### src/ffba_pkg.sv
package ffba_pkg;

  // Default sizing of the arena and the segment table.
  localparam int ARENA_BYTES_DEF  = 4096;
  localparam int HEADER_BYTES_DEF = 24;
  localparam int MAX_SEGMENTS_DEF = 64;

  // Position field wide enough for the largest supported segment table.
  localparam int POS_W = 10;

  localparam logic OP_ALLOC = 1'b0;
  localparam logic OP_FREE  = 1'b1;

  typedef enum logic [1:0] {
    ST_OK        = 2'd0,
    ST_TOO_LARGE = 2'd1,
    ST_NO_FIT    = 2'd2,
    ST_BAD_FREE  = 2'd3
  } status_t;

  typedef enum logic [2:0] {
    S_IDLE,
    S_SCAN_ALLOC,
    S_SCAN_FREE,
    S_FREE_NEXT,
    S_FREE_PREV,
    S_DONE
  } state_t;

  typedef enum logic [1:0] {
    CMD_NONE,
    CMD_SET,
    CMD_INSERT,
    CMD_ABSORB
  } cmd_kind_t;

  // Command broadcast to every cell of the segment row.
  typedef struct packed {
    cmd_kind_t        kind;
    logic [POS_W-1:0] pos;
    logic             used;
  } cell_cmd_t;

endpackage

### src/ffba_cell.sv
module ffba_cell #(
  parameter int SW        = 13,
  parameter int IDX       = 0,
  parameter int INIT_SIZE = 0
) (
  input  logic               clk,
  input  logic               rst_n,
  input  ffba_pkg::cell_cmd_t cmd,
  input  logic [SW-1:0]      set_size,
  input  logic [SW-1:0]      ins_size,
  input  logic [SW-1:0]      left_size,
  input  logic               left_used,
  input  logic [SW-1:0]      right_size,
  input  logic               right_used,
  output logic [SW-1:0]      size,
  output logic               used
);
  import ffba_pkg::*;

  logic [SW-1:0]    size_r, size_nxt;
  logic             used_r, used_nxt;
  logic [POS_W-1:0] my_idx;
  logic [POS_W-1:0] pos_next;

  assign my_idx   = POS_W'(IDX);
  assign pos_next = POS_W'(cmd.pos + 1'b1);

  // Each cell updates itself from the command and its two neighbors.
  always_comb begin
    size_nxt = size_r;
    used_nxt = used_r;
    case (cmd.kind)
      CMD_SET: begin
        if (my_idx == cmd.pos) begin
          size_nxt = set_size;
          used_nxt = cmd.used;
        end
      end
      CMD_INSERT: begin
        if (my_idx == cmd.pos) begin
          size_nxt = set_size;
          used_nxt = 1'b1;
        end else if (my_idx == pos_next) begin
          size_nxt = ins_size;
          used_nxt = 1'b0;
        end else if (my_idx > cmd.pos) begin
          size_nxt = left_size;
          used_nxt = left_used;
        end
      end
      CMD_ABSORB: begin
        if (my_idx == cmd.pos) begin
          size_nxt = set_size;
          used_nxt = 1'b0;
        end else if (my_idx > cmd.pos) begin
          size_nxt = right_size;
          used_nxt = right_used;
        end
      end
      default: begin
      end
    endcase
  end

  // Only the head cell has a defined size after reset.
  always_ff @(posedge clk) begin
    if (!rst_n) begin
      used_r <= 1'b0;
      if (IDX == 0) size_r <= SW'(INIT_SIZE);
    end else begin
      used_r <= used_nxt;
      size_r <= size_nxt;
    end
  end

  assign size = size_r;
  assign used = used_r;

endmodule

### src/first_fit_block_allocator_unit.sv
// An item walks the segment row one cell per cycle from start to out_valid;
// a free adds the merge steps S_FREE_NEXT and S_FREE_PREV.
// Throughput: one word at a time; busy stays high until the result cycle ends.
// Reset (synchronous, rst_n low): one free segment spans the whole arena.
// The result is shown for exactly one cycle; the receiver cannot stall it.
module first_fit_block_allocator_unit #(
  parameter int ARENA_BYTES  = ffba_pkg::ARENA_BYTES_DEF,
  parameter int HEADER_BYTES = ffba_pkg::HEADER_BYTES_DEF,
  parameter int MAX_SEGMENTS = ffba_pkg::MAX_SEGMENTS_DEF
) (
  input  logic        clk,
  input  logic        rst_n,
  input  logic        start,
  output logic        busy,
  input  logic        in_opcode,
  input  logic [12:0] in_request_bytes,
  input  logic [11:0] in_payload_offset,
  output logic        out_valid,
  output logic [1:0]  out_status,
  output logic [11:0] out_granted_offset
);
  import ffba_pkg::*;

  localparam int SW   = $clog2(ARENA_BYTES + 1);
  localparam int BW   = SW + 1;
  localparam int CW   = $clog2(MAX_SEGMENTS + 1);
  localparam int IW   = $clog2(MAX_SEGMENTS);
  localparam int CMPW = ((SW > 13) ? SW : 13) + 1;
  localparam int AW   = ((BW > 12) ? BW : 12) + 1;

  state_t          state_r, state_nxt;
  logic [CW-1:0]   idx_r, idx_nxt;
  logic [CW-1:0]   count_r, count_nxt;
  logic [BW-1:0]   base_r, base_nxt;
  logic [SW-1:0]   req_r, req_nxt;
  logic [11:0]     off_r, off_nxt;
  logic [CW-1:0]   pos_r, pos_nxt;
  logic [SW-1:0]   tmp_r, tmp_nxt;
  logic            prev_used_r, prev_used_nxt;
  logic [SW-1:0]   prev_size_r, prev_size_nxt;
  logic            pfree_r, pfree_nxt;
  status_t         status_r, status_nxt;
  logic [11:0]     granted_r, granted_nxt;

  cell_cmd_t       cmd;
  logic [SW-1:0]   set_size;
  logic [SW-1:0]   ins_size;

  logic [SW-1:0]   size_w [MAX_SEGMENTS];
  logic            used_w [MAX_SEGMENTS];

  logic [SW-1:0]   cur_size;
  logic            cur_used;
  logic            at_end;
  logic            fit;
  logic            too_large;
  logic            match;
  logic            split;
  logic [SW-1:0]   rest;
  logic [BW-1:0]   next_base;
  logic [BW-1:0]   hdr_addr;

  // Row of segment cells, each shifting to or from its neighbors.
  for (genvar k = 0; k < MAX_SEGMENTS; k++) begin : g_cell
    logic [SW-1:0] l_size, r_size;
    logic          l_used, r_used;
    if (k == 0) begin : g_head
      assign l_size = '0;
      assign l_used = 1'b0;
    end else begin : g_left
      assign l_size = size_w[k-1];
      assign l_used = used_w[k-1];
    end
    if (k == MAX_SEGMENTS - 1) begin : g_tail
      assign r_size = '0;
      assign r_used = 1'b0;
    end else begin : g_right
      assign r_size = size_w[k+1];
      assign r_used = used_w[k+1];
    end
    ffba_cell #(
      .SW       (SW),
      .IDX      (k),
      .INIT_SIZE(ARENA_BYTES - HEADER_BYTES)
    ) u_cell (
      .clk       (clk),
      .rst_n     (rst_n),
      .cmd       (cmd),
      .set_size  (set_size),
      .ins_size  (ins_size),
      .left_size (l_size),
      .left_used (l_used),
      .right_size(r_size),
      .right_used(r_used),
      .size      (size_w[k]),
      .used      (used_w[k])
    );
  end

  // Segment under the walk pointer and the decisions taken on it.
  assign cur_size  = size_w[idx_r[IW-1:0]];
  assign cur_used  = used_w[idx_r[IW-1:0]];
  assign at_end    = (idx_r >= count_r);
  assign fit       = !cur_used && (cur_size >= req_r);
  assign too_large = (CMPW'(in_request_bytes) > CMPW'(ARENA_BYTES - HEADER_BYTES));
  assign hdr_addr  = BW'(base_r + BW'(HEADER_BYTES));
  assign match     = (AW'(hdr_addr) == AW'(off_r));
  assign rest      = cur_size - req_r;
  assign split     = (rest > SW'(HEADER_BYTES)) && (count_r < CW'(MAX_SEGMENTS));
  assign next_base = BW'(base_r + BW'(HEADER_BYTES) + BW'(cur_size));

  // Next state.
  always_comb begin
    state_nxt = state_r;
    unique case (state_r)
      S_IDLE: begin
        if (start) begin
          if (in_opcode == OP_FREE) state_nxt = S_SCAN_FREE;
          else if (too_large)       state_nxt = S_DONE;
          else                      state_nxt = S_SCAN_ALLOC;
        end
      end
      S_SCAN_ALLOC: begin
        if (at_end || fit) state_nxt = S_DONE;
      end
      S_SCAN_FREE: begin
        if (at_end) state_nxt = S_DONE;
        else if (match) state_nxt = cur_used ? S_FREE_NEXT : S_DONE;
      end
      S_FREE_NEXT: state_nxt = S_FREE_PREV;
      S_FREE_PREV: state_nxt = S_DONE;
      S_DONE:      state_nxt = S_IDLE;
      default:     state_nxt = S_IDLE;
    endcase
  end

  // Datapath registers and the command to the cell row.
  always_comb begin
    idx_nxt       = idx_r;
    count_nxt     = count_r;
    base_nxt      = base_r;
    req_nxt       = req_r;
    off_nxt       = off_r;
    pos_nxt       = pos_r;
    tmp_nxt       = tmp_r;
    prev_used_nxt = prev_used_r;
    prev_size_nxt = prev_size_r;
    pfree_nxt     = pfree_r;
    status_nxt    = status_r;
    granted_nxt   = granted_r;
    cmd.kind      = CMD_NONE;
    cmd.pos       = POS_W'(idx_r);
    cmd.used      = 1'b0;
    set_size      = cur_size;
    ins_size      = SW'(rest - SW'(HEADER_BYTES));
    unique case (state_r)
      S_IDLE: begin
        if (start) begin
          idx_nxt       = '0;
          base_nxt      = '0;
          req_nxt       = SW'(in_request_bytes);
          off_nxt       = in_payload_offset;
          granted_nxt   = '0;
          prev_used_nxt = 1'b1;
          status_nxt    = (in_opcode == OP_ALLOC && too_large) ? ST_TOO_LARGE : ST_OK;
        end
      end
      S_SCAN_ALLOC: begin
        if (at_end) begin
          status_nxt = ST_NO_FIT;
        end else if (fit) begin
          granted_nxt = hdr_addr[11:0];
          if (split) begin
            cmd.kind  = CMD_INSERT;
            set_size  = req_r;
            count_nxt = CW'(count_r + 1'b1);
          end else begin
            cmd.kind = CMD_SET;
            cmd.used = 1'b1;
          end
        end else begin
          idx_nxt  = CW'(idx_r + 1'b1);
          base_nxt = next_base;
        end
      end
      S_SCAN_FREE: begin
        if (at_end) begin
          status_nxt = ST_BAD_FREE;
        end else if (match) begin
          if (!cur_used) begin
            status_nxt = ST_BAD_FREE;
          end else begin
            cmd.kind  = CMD_SET;
            pos_nxt   = idx_r;
            tmp_nxt   = cur_size;
            pfree_nxt = !prev_used_r;
            idx_nxt   = CW'(idx_r + 1'b1);
          end
        end else begin
          prev_used_nxt = cur_used;
          prev_size_nxt = cur_size;
          idx_nxt       = CW'(idx_r + 1'b1);
          base_nxt      = next_base;
        end
      end
      S_FREE_NEXT: begin
        // Merge with the following segment when it is free.
        if (!at_end && !cur_used) begin
          cmd.kind  = CMD_ABSORB;
          cmd.pos   = POS_W'(pos_r);
          set_size  = SW'(tmp_r + SW'(HEADER_BYTES) + cur_size);
          tmp_nxt   = set_size;
          count_nxt = CW'(count_r - 1'b1);
        end
      end
      S_FREE_PREV: begin
        // Fold the freed segment into a free predecessor.
        if (pfree_r) begin
          cmd.kind  = CMD_ABSORB;
          cmd.pos   = POS_W'(pos_r - 1'b1);
          set_size  = SW'(prev_size_r + SW'(HEADER_BYTES) + tmp_r);
          count_nxt = CW'(count_r - 1'b1);
        end
      end
      S_DONE: begin
      end
      default: begin
      end
    endcase
  end

  // Control registers.
  always_ff @(posedge clk) begin
    if (!rst_n) begin
      state_r <= S_IDLE;
      count_r <= CW'(1);
    end else begin
      state_r <= state_nxt;
      count_r <= count_nxt;
    end
  end

  // Working registers of the walk.
  always_ff @(posedge clk) begin
    idx_r       <= idx_nxt;
    base_r      <= base_nxt;
    req_r       <= req_nxt;
    off_r       <= off_nxt;
    pos_r       <= pos_nxt;
    tmp_r       <= tmp_nxt;
    prev_used_r <= prev_used_nxt;
    prev_size_r <= prev_size_nxt;
    pfree_r     <= pfree_nxt;
    status_r    <= status_nxt;
    granted_r   <= granted_nxt;
  end

  // Result word and handshake outputs.
  assign busy               = (state_r != S_IDLE);
  assign out_valid          = (state_r == S_DONE);
  assign out_status         = status_r;
  assign out_granted_offset = (status_r == ST_OK) ? granted_r : 12'd0;

`ifndef SYNTHESIS
  a_count_range : assert property (@(posedge clk) disable iff (!rst_n)
    (count_r != '0) && (count_r <= CW'(MAX_SEGMENTS)))
    else $error("segment count out of range");

  a_accept_busy : assert property (@(posedge clk) disable iff (!rst_n)
    (start && !busy) |=> busy)
    else $error("accepted word did not raise busy");

  a_count_idle : assert property (@(posedge clk) disable iff (!rst_n)
    (state_r == S_IDLE) |=> $stable(count_r))
    else $error("segment count changed while idle");

  a_result_once : assert property (@(posedge clk) disable iff (!rst_n)
    out_valid |=> !out_valid)
    else $error("result shown for more than one cycle");
`endif

endmodule
### config.mk
export PLATFORM = sky130hd
export DESIGN_NAME = first_fit_block_allocator_unit
export DESIGN_NICKNAME = d
export VERILOG_FILES = /design/src/ffba_pkg.sv /design/src/ffba_cell.sv /design/src/first_fit_block_allocator_unit.sv
export SDC_FILE = /design/constraint.sdc
export NUM_CORES = 2
export LEC_CHECK = 0
export BUFFER_PORTS_ARGS = -buffer_cell sky130_fd_sc_hd__buf_4
export CORE_MARGIN = 2
export CORE_UTILIZATION = 25
export CTS_BUF_LIST = sky130_fd_sc_hd__clkbuf_4 sky130_fd_sc_hd__clkbuf_8
export DETAILED_ROUTE_END_ITERATION = 16
export PLACE_DENSITY = 0.49
export SLEW_MARGIN = 20
export SYNTH_ARGS = -nofsm -noshare
export SYNTH_HDL_FRONTEND = slang
export SYNTH_SLANG_ARGS = --single-unit
### constraint.sdc
create_clock -name clk -period 10.6 [get_ports clk]
set_clock_uncertainty 0.2 [all_clocks]
set_input_delay 2.12 -clock clk [delete_from_list [all_inputs] [get_ports clk]]
set_output_delay 2.12 -clock clk [all_outputs]
set_load 0.01 [all_outputs]
==> flow_summary.toml <==
[final_layout]
multi_input_area_sq_um = 38200
nFillCells = 29300
area_delta_synth_final_pct = 13.0
design_area_sq_um = 79300
finalNonFillerCells = 11000
nets = 7187
seq_area_sq_um = 29200
drive_gt1_share_pct = 16.0

[global_route]
antenna_found_initial = 22
grt_overflow = 0
met3_usage_pct = 7.15
grt_pass1_vias = 62300
grt_most_used_layer = "met2"
grt_max_degree = 124
grt_pass1_wl_mm = 490
track_usage_pct = 23.5
grtUsageMet2_pct = 33.9
grt_use_met1_pct = 30.8

[timing]
max_freq_ghz = 0.107
finalSetupViolCount = 0
fin_crit_ps = 9330
fin_crit_sh_pct = 88.0
whs_ps = 270
fin_setup_tns_ps = 0
maxSlewHeadroom_pct = 19.5
hold_violations = 0
rsz0062_at_grt = "false"
tightest_slew_ps = 1200
drv_slew = 0

[synthesis]
synth-adder-area-share_pct = 1.73
yosysSeqAreaShare_pct = 41.6
synth_edf_count = 914
syn_nets = 7447
synth_seq_cells = 1001
synth_cells = 7324
synth-simple-area-share_pct = 12.4
synth_top_family_by_area = "compound AO/OA/AOI/OAI gates"
synth-xor-area-share_pct = 1.11
synthMuxAreaShare_pct = 12.8
synth.avg_cell_area_sq_um = 9.59
synth-async-reset-ratio_pct = 0
syn-cell-area_sq_um = 70200
synthFlopType = "edfxtp_1"
yosysWarnings = 0
synth_cell_type_count = 105
synth_compound_area_share_pct = 25.3

[floorplanning]
coreArea_sq_um = 279000
die_h_um = 534
chipWidth_um = 534
rows = 194
ioPinCount = 45
dieArea_sq_um = 285000
start_util_pct = 25.1

[routing]
drtAntennaViolNets = 0
drc_errors = 0
avgRoutedWirePerCell_um = 31.8
firstDrtPassIters = 7
routed_wirelength_mm = 349
dr.first_iter.drc_count = 10300
vias = 66900
viasPerCell = 6.09

[placed_design]
place_area_sq_um = 75200
dp.cells = 10600
place.port_buffers = 44
gp_congestion = 1.01
dp_hpwl_mm = 236

[clock_network]
htree_num_levels = 4
hold_buffers = 0
postCtsSetupRepairBufs = 0
clkSinkCount = 1001
post_cts_resized = 0
root_buffer = "clkbuf_8"
cts_tree = "yes"
cts_buffer_depth = 3
clk_pin_slew_ps = 70
cts_made_buffers = 198
clkLatencyLatePin_ps = 1050

[setup_path]
arrival_ps = 9840
critPathRequiredTime_ps = 11100
worstSetupPathType = "flop to flop"
startpoint_type = "flop"
end_kind = "flop"
reg2regPathDepth = 18
critPathMaxFanout = 59

[min_path]
hp-class = "flop to flop"
hold_depth = 2

[flow_run]
maxCapViolations = 0

[status]
outcome = "finished clean"
==> per-layer routing <==
metal / share of wire, % / vias up
met4: 6.4 / 14
li1: - / 27900
met1: 39 / 32900
met2: 42 / 5082
met3: 12 / 991
met5: 0.13 / -
==> cells in the mapped netlist, types with 89 or more instances <==
library cell / instances / area share, %
mux4_2: 275 / 8.8
ha_1: 89 / 1.6
o211ai_1: 227 / 2.4
edfxtp_1: 914 / 39
a21oi_1: 767 / 5.5
a211oi_1: 309 / 3.3
a31oi_1: 105 / 0.94
o22ai_1: 288 / 2.6
nor2_1: 673 / 3.6
buf_2: 179 / 1.3
clkbuf_1: 510 / 2.7
o21ai_0: 483 / 3.4
nand2_1: 845 / 4.5
a22oi_1: 121 / 1.3
mux2i_1: 211 / 3.0
==> critical path: stages (launching register included) <==
cell,delay [ps]
edfxtp_1,760
buf_12,290
buf_4,420
mux4_2,390
mux4_2,640
mux4_2,680
fa_4,610
a211oi_1,410
o211ai_1,260
and2_1,250
or3_1,380
a31oi_1,480
a31oi_4,570
a21oi_4,540
buf_12,400
o21ai_0,410
o21ai_0,680
nor2b_1,220
buf_4,260
==> worst paths after layout <==
check	to	slack, ps	from
setup / recovery	g_cell[26].u_cell.size[1]	1270	idx_r[1]
hold / removal	g_cell[0].u_cell.size[2]	270	g_cell[0].u_cell.size[2]
setup reg to reg	g_cell[26].u_cell.size[1]	1270	idx_r[1]
hold reg to reg	g_cell[0].u_cell.size[2]	270	g_cell[0].u_cell.size[2]
==> sequential cells by signal (all words and copies together) (netlist names), 12 cells and up <==
signal              count
prev_size_r            13
g_cell.u_cell.used     64
g_cell.u_cell.size    832
off_r                  12
tmp_r                  13
req_r                  13
granted_r              12
base_r                 14
==> layout make-up <==
cell class	instances	area share (%)
multi-input cells	5453	48.2
flip-flops and latches	1001	36.8
well taps	3724	5.87
clock buffers	285	4.33
repair buffers	322	3.63
clock inverters	83	0.661
inverters	88	0.416
diodes	29	0.0915
==> placed cells by master (no fill, tap or decap), types with 22 or more instances in the layout <==
master | netlist | final
buf_4 | 18 | 286
o22ai_1 | 288 | 287
xnor2_1 | 49 | 41
mux2_2 | 56 | 56
a211oi_1 | 309 | 309
a31oi_1 | 105 | 104
nand2_1 | 845 | 840
mux4_2 | 275 | 275
xor2_1 | 37 | 30
a22oi_1 | 121 | 121
o211a_1 | 53 | 53
a221oi_1 | 29 | 29
o221ai_1 | 33 | 33
o21ai_0 | 483 | 479
nand4_1 | 34 | 34
a2bb2oi_1 | 35 | 33
nor2_1 | 673 | 660
mux2i_1 | 211 | 211
and2_1 | 59 | 58
clkinv_1 | 3 | 53
clkbuf_8 | 0 | 207
nor4_4 | 12 | 22
and3_1 | 24 | 24
inv_1 | 83 | 83
o211ai_1 | 227 | 227
ha_1 | 89 | 87
o31ai_1 | 37 | 37
edfxtp_1 | 914 | 914
clkbuf_4 | 0 | 78
a21oi_1 | 767 | 758
o21ai_1 | 31 | 27
dfxtp_1 | 87 | 87
nand3_1 | 64 | 64
a21o_1 | 36 | 36
a32oi_1 | 22 | 22
buf_12 | 0 | 34
diode_2 | 0 | 29
nor3_1 | 81 | 72
==> cells by family after synthesis <==
kind of cell,after synthesis
AO/OA/AOI/OAI,2770
AND/OR/NAND/NOR,1957
flip-flops,1001
buffers and inverters,870
multiplexers,545
adder cells (fa/ha/maj),94
XOR/XNOR,87
==> per-stage QoR <==
step	setup WS, ps	util (%)
after floorplan	2120	-
after global placement	1480	26.9
after detailed placement	1560	26.9
after CTS	1540	28.3
after global routing	1160	28.4
final	1270	28.4
Power is left out: the tool's default activity adds up to more than one toggle a clock period on the data nets, which glitch-free logic cannot reach.
